===== src/rtl/sle_pkg.sv =====
`default_nettype none

package sle_pkg;

   // Defaults for the top-level parameters
   localparam int CAPACITY_DEF     = 64;
   localparam int ELEMENT_BITS_DEF = 32;

   // Fixed field widths of the request and response beats
   localparam int FUNC_W  = 3;
   localparam int POS_W   = 7;
   localparam int VALUE_W = 32;

   typedef enum logic [FUNC_W-1:0] {
      FN_INSERT = 3'd0,
      FN_DELETE = 3'd1,
      FN_GET    = 3'd2,
      FN_LOCATE = 3'd3,
      FN_CLEAR  = 3'd4
   } func_type;

   typedef enum logic [1:0] {
      ST_IDLE,
      ST_SCAN,
      ST_PLACE,
      ST_DONE
   } state_type;

   // One finished response, handed from the sequencer to the output register
   typedef struct packed {
      logic               status;
      logic [VALUE_W-1:0] read_value;
      logic [POS_W-1:0]   found_position;
      logic [POS_W-1:0]   list_length;
      logic               is_empty;
   } res_type;

endpackage

`default_nettype wire


===== src/rtl/sle_mem.sv =====
`default_nettype none

module sle_mem #(
   parameter int DEPTH = 64,
   parameter int WIDTH = 32,
   parameter int AW    = 6
) (
   input  wire logic             clock,
   input  wire logic             wr_en,
   input  wire logic [AW-1:0]    wr_addr,
   input  wire logic [WIDTH-1:0] wr_data,
   input  wire logic             rd_en,
   input  wire logic [AW-1:0]    rd_addr,
   output logic      [WIDTH-1:0] rd_data
);

   logic [WIDTH-1:0] store [DEPTH];
   logic [WIDTH-1:0] rd_data_ff;

   always_ff @(posedge clock) begin
      if (wr_en) begin
         store[wr_addr] <= wr_data;
      end
   end

   always_ff @(posedge clock) begin
      if (rd_en) begin
         rd_data_ff <= store[rd_addr];
      end
   end

   assign rd_data = rd_data_ff;

endmodule

`default_nettype wire


===== src/rtl/sle_ctrl.sv =====
`default_nettype none

module sle_ctrl #(
   parameter int CAPACITY     = 64,
   parameter int ELEMENT_BITS = 32,
   parameter int AW           = 6
) (
   input  wire logic                         clock,
   input  wire logic                         reset,
   input  wire logic                         req_valid,
   output logic                              req_stall,
   input  wire logic [sle_pkg::FUNC_W-1:0]   req_func,
   input  wire logic [sle_pkg::POS_W-1:0]    req_position,
   input  wire logic [sle_pkg::VALUE_W-1:0]  req_value,
   input  wire logic                         out_free,
   output logic                              done,
   output sle_pkg::res_type                  res,
   output logic                              mem_we,
   output logic [AW-1:0]                     mem_waddr,
   output logic [ELEMENT_BITS-1:0]           mem_wdata,
   output logic                              mem_re,
   output logic [AW-1:0]                     mem_raddr,
   input  wire logic [ELEMENT_BITS-1:0]      mem_rdata
);

   import sle_pkg::*;

   localparam int CW = $clog2(CAPACITY + 1);
   localparam int PW = ((CW > POS_W) ? CW : POS_W) + 1;

   state_type              state_ff, state_in;
   func_type               op_ff, op_in;
   logic [CW-1:0]          count_ff, count_in;
   logic [AW-1:0]          idx_ff, idx_in;
   logic [ELEMENT_BITS-1:0] val_ff, val_in;
   logic [AW-1:0]          ptr_ff, ptr_in;
   logic [AW-1:0]          end_ff, end_in;
   logic                   more_ff, more_in;
   logic                   pend_ff, pend_in;
   logic [AW-1:0]          paddr_ff, paddr_in;
   logic                   res_status_ff, res_status_in;
   logic [VALUE_W-1:0]     res_read_ff, res_read_in;
   logic [POS_W-1:0]       res_found_ff, res_found_in;

   logic [PW-1:0]  pos_w, cnt_w, idx_w, found_w;
   logic [CW-1:0]  cnt_m1;
   logic [AW-1:0]  idx, cnt_last;
   logic           ins_ok, rd_ok, accept;
   logic [63:0]    v64, rd64;

   assign pos_w    = PW'(req_position);
   assign cnt_w    = PW'(count_ff);
   assign idx_w    = pos_w - PW'(1);
   assign idx      = idx_w[AW-1:0];
   assign cnt_m1   = count_ff - CW'(1);
   assign cnt_last = cnt_m1[AW-1:0];
   assign found_w  = PW'(paddr_ff) + PW'(1);
   assign v64      = 64'(req_value);

   assign ins_ok = (pos_w != '0) && (pos_w <= cnt_w + PW'(1))
                   && (count_ff != CW'(CAPACITY));
   assign rd_ok  = (pos_w != '0) && (pos_w <= cnt_w);

   assign req_stall = (state_ff != ST_IDLE);
   assign accept    = req_valid && !req_stall;

   always_comb begin
      rd64 = '0;
      rd64[ELEMENT_BITS-1:0] = mem_rdata;
   end

   always_ff @(posedge clock) begin
      if (reset) begin
         state_ff <= ST_IDLE;
         count_ff <= '0;
         more_ff  <= 1'b0;
         pend_ff  <= 1'b0;
      end else begin
         state_ff <= state_in;
         count_ff <= count_in;
         more_ff  <= more_in;
         pend_ff  <= pend_in;
      end
   end

   always_ff @(posedge clock) begin
      op_ff         <= op_in;
      idx_ff        <= idx_in;
      val_ff        <= val_in;
      ptr_ff        <= ptr_in;
      end_ff        <= end_in;
      paddr_ff      <= paddr_in;
      res_status_ff <= res_status_in;
      res_read_ff   <= res_read_in;
      res_found_ff  <= res_found_in;
   end

   always_comb begin
      state_in      = state_ff;
      op_in         = op_ff;
      count_in      = count_ff;
      idx_in        = idx_ff;
      val_in        = val_ff;
      ptr_in        = ptr_ff;
      end_in        = end_ff;
      more_in       = more_ff;
      pend_in       = 1'b0;
      paddr_in      = ptr_ff;
      res_status_in = res_status_ff;
      res_read_in   = res_read_ff;
      res_found_in  = res_found_ff;
      mem_we        = 1'b0;
      mem_waddr     = idx_ff;
      mem_wdata     = val_ff;
      mem_re        = 1'b0;
      mem_raddr     = ptr_ff;
      done          = 1'b0;

      unique case (state_ff)
         ST_IDLE: begin
            if (accept) begin
               op_in         = func_type'(req_func);
               idx_in        = idx;
               val_in        = v64[ELEMENT_BITS-1:0];
               res_status_in = 1'b0;
               res_read_in   = '0;
               res_found_in  = '0;
               more_in       = 1'b1;
               state_in      = ST_DONE;
               unique case (func_type'(req_func))
                  FN_INSERT: begin
                     if (!ins_ok) begin
                        res_status_in = 1'b1;
                     end else if (pos_w == cnt_w + PW'(1)) begin
                        state_in = ST_PLACE;          // append, nothing moves
                     end else begin
                        ptr_in   = cnt_last;          // walk down from the tail
                        end_in   = idx;
                        state_in = ST_SCAN;
                     end
                  end
                  FN_DELETE: begin
                     if (!rd_ok) begin
                        res_status_in = 1'b1;
                     end else if (pos_w == cnt_w) begin
                        count_in = cnt_m1;            // last entry, nothing moves
                     end else begin
                        ptr_in   = idx + AW'(1);
                        end_in   = cnt_last;
                        state_in = ST_SCAN;
                     end
                  end
                  FN_GET: begin
                     if (!rd_ok) begin
                        res_status_in = 1'b1;
                     end else begin
                        ptr_in   = idx;
                        end_in   = idx;
                        state_in = ST_SCAN;
                     end
                  end
                  FN_LOCATE: begin
                     if (count_ff != '0) begin
                        ptr_in   = '0;
                        end_in   = cnt_last;
                        state_in = ST_SCAN;
                     end
                  end
                  FN_CLEAR: begin
                     count_in = '0;
                  end
                  default: begin
                     res_status_in = 1'b1;
                  end
               endcase
            end
         end

         ST_SCAN: begin
            // read side: one entry per cycle until the end address is issued or a locate match stops it
            mem_re  = more_ff;
            pend_in = more_ff;
            if (more_ff) begin
               ptr_in = (op_ff == FN_INSERT) ? ptr_ff - AW'(1) : ptr_ff + AW'(1);
               if (ptr_ff == end_ff) begin
                  more_in = 1'b0;
               end
            end
            // data side: entry read last cycle
            if (pend_ff) begin
               case (op_ff)
                  FN_INSERT: begin
                     mem_we    = 1'b1;
                     mem_waddr = paddr_ff + AW'(1);
                     mem_wdata = mem_rdata;
                     if (!more_ff) begin
                        state_in = ST_PLACE;
                     end
                  end
                  FN_DELETE: begin
                     mem_we    = 1'b1;
                     mem_waddr = paddr_ff - AW'(1);
                     mem_wdata = mem_rdata;
                     if (!more_ff) begin
                        count_in = cnt_m1;
                        state_in = ST_DONE;
                     end
                  end
                  FN_GET: begin
                     res_read_in = rd64[VALUE_W-1:0];
                     state_in    = ST_DONE;
                  end
                  FN_LOCATE: begin
                     if (mem_rdata == val_ff) begin
                        res_found_in = found_w[POS_W-1:0];
                        more_in      = 1'b0;
                        state_in     = ST_DONE;
                     end else if (!more_ff) begin
                        state_in = ST_DONE;
                     end
                  end
                  default: begin
                     state_in = ST_DONE;
                  end
               endcase
            end
         end

         ST_PLACE: begin
            mem_we    = 1'b1;
            mem_waddr = idx_ff;
            mem_wdata = val_ff;
            count_in  = count_ff + CW'(1);
            state_in  = ST_DONE;
         end

         ST_DONE: begin
            done = 1'b1;
            if (out_free) begin
               state_in = ST_IDLE;
            end
         end

         default: begin
            state_in = ST_IDLE;
         end
      endcase
   end

   always_comb begin
      res.status         = res_status_ff;
      res.read_value     = res_read_ff;
      res.found_position = res_found_ff;
      res.list_length    = cnt_w[POS_W-1:0];
      res.is_empty       = (count_ff == '0);
   end

endmodule

`default_nettype wire


===== src/rtl/sequential_list_engine_top.sv =====
// Requests: insert moves the entries from the position on, none when
//   appending; delete moves the entries after it, none for the last entry;
//   locate reads entries until a match; clear, rejects, empty locate touch none.
// Throughput: one request in flight; the move or search walks the element
//   memory one entry per cycle.
// Reset: synchronous, active high; empties the list, drops any pending beat.
`default_nettype none

module sequential_list_engine_top #(
   parameter int CAPACITY     = sle_pkg::CAPACITY_DEF,
   parameter int ELEMENT_BITS = sle_pkg::ELEMENT_BITS_DEF
) (
   input  wire logic                         clock,
   input  wire logic                         reset,
   // request channel
   input  wire logic                         req_valid,
   output logic                              req_stall,
   input  wire logic [sle_pkg::FUNC_W-1:0]   req_func,
   input  wire logic [sle_pkg::POS_W-1:0]    req_position,
   input  wire logic [sle_pkg::VALUE_W-1:0]  req_value,
   // response channel
   output logic                              rsp_valid,
   input  wire logic                         rsp_stall,
   output logic                              rsp_status,
   output logic [sle_pkg::VALUE_W-1:0]       rsp_read_value,
   output logic [sle_pkg::POS_W-1:0]         rsp_found_position,
   output logic [sle_pkg::POS_W-1:0]         rsp_list_length,
   output logic                              rsp_is_empty
);

   import sle_pkg::*;

   localparam int AW = $clog2(CAPACITY);

   logic                    done;
   logic                    out_free;
   res_type                 res;
   logic                    mem_we, mem_re;
   logic [AW-1:0]           mem_waddr, mem_raddr;
   logic [ELEMENT_BITS-1:0] mem_wdata, mem_rdata;

   logic    rsp_valid_ff, rsp_valid_in;
   res_type rsp_res_ff;

   // Output register: free when empty or when its beat leaves this cycle,
   // so the sequencer can hand over a new response while the last one drains.
   assign out_free = !rsp_valid_ff || !rsp_stall;

   always_comb begin
      rsp_valid_in = rsp_valid_ff;
      if (out_free) begin
         rsp_valid_in = done;
      end
   end

   always_ff @(posedge clock) begin
      if (reset) begin
         rsp_valid_ff <= 1'b0;
      end else begin
         rsp_valid_ff <= rsp_valid_in;
      end
   end

   always_ff @(posedge clock) begin
      if (done && out_free) begin
         rsp_res_ff <= res;
      end
   end

   assign rsp_valid          = rsp_valid_ff;
   assign rsp_status         = rsp_res_ff.status;
   assign rsp_read_value     = rsp_res_ff.read_value;
   assign rsp_found_position = rsp_res_ff.found_position;
   assign rsp_list_length    = rsp_res_ff.list_length;
   assign rsp_is_empty       = rsp_res_ff.is_empty;

   // Sequencer: decodes the request, walks the memory, builds the response.
   sle_ctrl #(
      .CAPACITY     (CAPACITY),
      .ELEMENT_BITS (ELEMENT_BITS),
      .AW           (AW)
   ) u_ctrl (
      .clock        (clock),
      .reset        (reset),
      .req_valid    (req_valid),
      .req_stall    (req_stall),
      .req_func     (req_func),
      .req_position (req_position),
      .req_value    (req_value),
      .out_free     (out_free),
      .done         (done),
      .res          (res),
      .mem_we       (mem_we),
      .mem_waddr    (mem_waddr),
      .mem_wdata    (mem_wdata),
      .mem_re       (mem_re),
      .mem_raddr    (mem_raddr),
      .mem_rdata    (mem_rdata)
   );

   // Element memory: one write and one registered read per cycle.
   // Moves read one entry and write its neighbor in the following cycle; the read
   // pointer runs away from the write, so no bypass is needed.
   sle_mem #(
      .DEPTH (CAPACITY),
      .WIDTH (ELEMENT_BITS),
      .AW    (AW)
   ) u_mem (
      .clock   (clock),
      .wr_en   (mem_we),
      .wr_addr (mem_waddr),
      .wr_data (mem_wdata),
      .rd_en   (mem_re),
      .rd_addr (mem_raddr),
      .rd_data (mem_rdata)
   );

endmodule

`default_nettype wire


===== config.mk =====
export PLATFORM = sky130hd
export DESIGN_NAME = sequential_list_engine_top
export DESIGN_NICKNAME = d
export VERILOG_FILES = /design/src/rtl/sle_pkg.sv /design/src/rtl/sle_mem.sv /design/src/rtl/sle_ctrl.sv /design/src/rtl/sequential_list_engine_top.sv
export SDC_FILE = /design/constraint.sdc
export NUM_CORES = 2
export LEC_CHECK = 0
export BUFFER_PORTS_ARGS = -buffer_cell sky130_fd_sc_hd__buf_2
export CORE_MARGIN = 5
export CORE_UTILIZATION = 45
export CTS_CLUSTER_SIZE = 24
export DETAILED_ROUTE_END_ITERATION = 7
export PLACE_DENSITY = 0.68
export SYNTH_ARGS = -nofsm -noshare
export SYNTH_HDL_FRONTEND = slang
export SYNTH_SLANG_ARGS = --single-unit

===== constraint.sdc =====
create_clock -name clock -period 5.11 [get_ports clock]
set_input_delay 0 -clock clock [delete_from_list [all_inputs] [get_ports clock]]
set_output_delay 0 -clock clock [all_outputs]
set_load 0.02 [all_outputs]

==> flow_summary.yaml <==
status:
  status: "completed"
critical_path:
  critical_path.endpoint: "u_mem.store[49][18]$_DFFE_PP_"
  r2r-end: "u_mem.store[49][18]$_DFFE_PP_"
  setup.worst_path.class: "reg -> reg"
  timing.critical_path.fanout_max: 25
  r2r-start: "u_ctrl.state_ff[1]$_SDFFE_PP0P_"
  worstPathArrival_ns: 4.72
  crit_start: "u_ctrl.state_ff[1]$_SDFFE_PP0P_"
  timing.reg2reg.setup_slack_ns: 0.96
  cp.required_ns: 5.68
  startpoint_type: "flip-flop"
  rr_worst_depth: 8
  end_kind: "flip-flop"
global_routing:
  groute.usage.overall: 0.217
  grt_start_max_net_pins: 88
  grt_overflow_total: 0
  grt_pass1_wl_mm: 310
  antenna_found_initial: 11
  first_global_vias: 42000
clocking:
  cts.path.max_buffers: 3
  cts_inserted_buffers: 209
  clk_pin_slew_worst_paths_ns: 0.06
  number_of_h_tree_levels: 4
  cts_repair_resize_count: 0
  cts_tree: "built"
  cts-root-buf: "sky130_fd_sc_hd__clkbuf_16"
  clock-sinks: 2239
  clock_insertion_delay_worst_skew_ns: 0.86
routing:
  route.detailed.vias_per_inst: 6.18
  drt-pass1-iter-count: 5
  route.vias.total: 43100
  drc: 0
  detail_route.wirelength_mm: 216
  detail_route.wl_per_cell_um: 31.0
  route.antenna.remaining_nets: 0
  dr.first_iter.drc_count: 5708
synth:
  synth-seq-cells: 2239
  synth_flop_cell: "sky130_fd_sc_hd__edfxtp_1"
  synth_area_per_cell_sq_um: 21.6
  synth_top_cells_by_area: "sky130_fd_sc_hd__edfxtp_1 (78%), sky130_fd_sc_hd__mux4_2 (13%), sky130_fd_sc_hd__a22oi_1 (1.8%), sky130_fd_sc_hd__nand2_1 (0.76%), sky130_fd_sc_hd__clkbuf_1 (0.49%)"
  syn_inst: 3990
  synth_sequential_area_ratio: 0.779
  synth_edf_count: 2221
  synth.cell_area_sq_um: 86100
  synth_top_area_share: 0.775
  asyncSetResetFlopFracSynth: 0
  synth_cell_types: 66
  yosysTopAreaCell: "sky130_fd_sc_hd__edfxtp_1"
  synth-warning-count: 0
  syn-num-nets: 4070
worst_hold_path:
  worstHoldPathCells: 2
  worst_hold_path_type: "in -> reg"
floorplan:
  num_io_pins: 96
  die_width_um: 447
  dieHeight_um: 447
  start_util: 0.452
  design.die.area_sq_um: 200000
  floorplan.core_area_sq_um: 190000
  fp-row-count: 160
timing:
  timing_hold_violations_final: 0
  drv_slew: 0
  timing.final.setup_violations: 0
  worst_margin_slew_ns: 1.37
  skew_ns: 0.0349
  slew_headroom: 0.0889
  max_clock_freq_mhz: 241
  timing.final.ws_setup_ns: 0.956
  grt_setup_unrepaired: "false"
  setup_tns_ns: 0
  finalCriticalPeriod_ns: 4.15
  post-route-period-util: 0.813
placement:
  hpwl_mm: 131
  dp_slack_ns: 1.06
  final_estimated_routing_congestion_in_global_placement: 0.970
  portBuffers: 95
layout:
  commonest_cells_after_routing_fill_and_taps_aside: "sky130_fd_sc_hd__edfxtp_1 (2221), sky130_fd_sc_hd__mux4_2 (512), sky130_fd_sc_hd__clkbuf_16 (210)"
  drive_gt1_frac: 0.255
  nets: 4367
  commonest_non_fill_non_tap_cell_in_the_layout: "sky130_fd_sc_hd__edfxtp_1"
  flow.area_growth_from_synthesis_pct: 14.1
power_and_ir_drop:
  seq_power_share: 0.501
  clock_power_share: 0.350
  total_leakage_power_nw: 30.6
  ir_worst_vdd_mv: 0.315
  p_switching_mw: 11.5
  power.share.switching: 0.263
  share_of_total_power_in_combinational_logic: 0.149
  internal_power_mw: 32.1
  powerDensity_nw_per_um2: 443
run:
  drv.max_cap_violation_count: 0
-- timing repair --
action | in CTS | in global routing
buffers inserted | 0 | 0
endpoints found under the hold margin | 127 | 0
hold buffers | 83 | 0
-- sequential cells by signal, summed over array words and instances (netlist names), 7 cells and up --
| signal | cells |
|---|---|
| u_ctrl.val_ff | 32 |
| rsp_found_position | 7 |
| u_ctrl.res_read_ff | 32 |
| u_ctrl.res_found_ff | 7 |
| u_mem.rd_data | 32 |
| u_mem.store | 2048 |
| u_ctrl.count_ff | 7 |
| rsp_read_value | 32 |
| rsp_list_length | 7 |
-- critical path, stage by stage, from the launching register on --
cell	delay [ns]
sky130_fd_sc_hd__dfxtp_1	0.35
sky130_fd_sc_hd__inv_1	0.11
sky130_fd_sc_hd__ha_1	0.68
sky130_fd_sc_hd__nand4bb_2	0.40
sky130_fd_sc_hd__or3_1	0.45
sky130_fd_sc_hd__o31ai_1	0.19
sky130_fd_sc_hd__nand2_1	0.51
sky130_fd_sc_hd__nor2_4	0.84
sky130_fd_sc_hd__buf_4	0.31
-- synthesized netlist by cell type, types with 4 or more instances --
cell,count
sky130_fd_sc_hd__inv_1,35
sky130_fd_sc_hd__o22ai_1,7
sky130_fd_sc_hd__and4_1,15
sky130_fd_sc_hd__a211oi_1,8
sky130_fd_sc_hd__buf_4,11
sky130_fd_sc_hd__clkbuf_1,113
sky130_fd_sc_hd__o21bai_1,4
sky130_fd_sc_hd__and2_1,41
sky130_fd_sc_hd__buf_2,47
sky130_fd_sc_hd__nand4_1,6
sky130_fd_sc_hd__a21o_1,7
sky130_fd_sc_hd__nor2b_1,14
sky130_fd_sc_hd__a22o_1,34
sky130_fd_sc_hd__xor2_1,40
sky130_fd_sc_hd__edfxtp_1,2221
sky130_fd_sc_hd__mux2i_1,8
sky130_fd_sc_hd__nand2_1,174
sky130_fd_sc_hd__dfxtp_1,18
sky130_fd_sc_hd__xnor2_1,28
sky130_fd_sc_hd__ha_1,32
sky130_fd_sc_hd__a22oi_1,209
sky130_fd_sc_hd__nand2b_1,10
sky130_fd_sc_hd__nand3b_1,4
sky130_fd_sc_hd__nor4_1,10
sky130_fd_sc_hd__buf_1,34
sky130_fd_sc_hd__nor3_1,13
sky130_fd_sc_hd__mux4_2,512
sky130_fd_sc_hd__o221ai_1,18
sky130_fd_sc_hd__a21oi_1,30
sky130_fd_sc_hd__nor2_1,110
sky130_fd_sc_hd__nand3_1,74
sky130_fd_sc_hd__a221oi_1,38
sky130_fd_sc_hd__o21ai_0,13
-- layout make-up --
cell class                 count  area [sq um]
fill                       14500         92000
sequential                  2239         67100
multi-input combinational   1508         18700
clock buffer                 265          5510
tap                         2511          3140
timing repair buffer         293          2360
clock inverter               125          1210
inverter                      36           135
antenna                        6          15.0
-- cell families (layout without fill, tap and decap cells) --
| family | after synthesis | in the layout | share of synthesized area |
|---|---|---|---|
| flops | 2239 | 2239 | 0.779 |
| mux | 521 | 521 | 0.135 |
| simple gates | 488 | 488 | 0.0270 |
| compound gates | 397 | 397 | 0.0348 |
| buf+inv | 243 | 719 | 0.0119 |
| xor+xnor | 68 | 68 | 0.00692 |
| fa+ha+maj | 34 | 34 | 0.00512 |
| other cells | 0 | 6 | 0 |
-- per-layer routing --
metal	track usage	up-vias	wire length, um
li1	-	17400	-
met1	0.319	22900	86500
met2	0.317	2464	97600
met3	0.0499	355	22900
met4	0.0853	2	9300
met5	0	-	13
-- power groups by stage --
| stage | clock, mW | sequential [mW] | combinational (mW) |
|---|---|---|---|
| after global placement | 0 | 22.2 | 6.27 |
| final | 15.2 | 21.8 | 6.50 |
| after detailed placement | 0 | 22.2 | 6.36 |
| after global routing | 16.2 | 21.8 | 6.85 |
| after CTS | 15.4 | 21.8 | 6.44 |
| after floorplan | 0 | 22.1 | 3.68 |
-- per-stage QoR --
stage                     utilization  total power, mW  hold slack (ns)  instances  area (sq um)
after floorplan                     -             25.8           0.0768       3990         86100
after global placement          0.476             28.4            0.176       6504         90600
after detailed placement        0.476             28.5            0.178       6504         90600
after CTS                       0.516             43.6           0.0374       6977         98200
after global routing            0.516             44.9           0.0667       6978         98200
final                           0.516             43.5            0.100       6983         98200
-- how the worst min path moves through the flow --
stage	from	endpoint	slack, ns
6_report	req_func[0]	u_ctrl.op_ff[0]$_DFFE_PP_	0.10
5_1_grt	req_func[0]	u_ctrl.op_ff[0]$_DFFE_PP_	0.07
4_1_cts	req_func[0]	u_ctrl.op_ff[0]$_DFFE_PP_	0.04
3_5_place_dp	req_value[8]	u_ctrl.val_ff[8]$_DFFE_PP_	0.18
3_3_place_gp	req_value[25]	u_ctrl.val_ff[25]$_DFFE_PP_	0.18
2_1_floorplan	reset	u_ctrl.count_ff[2]$_SDFFE_PP0P_	0.08
Power figures use the tool's default switching activity.
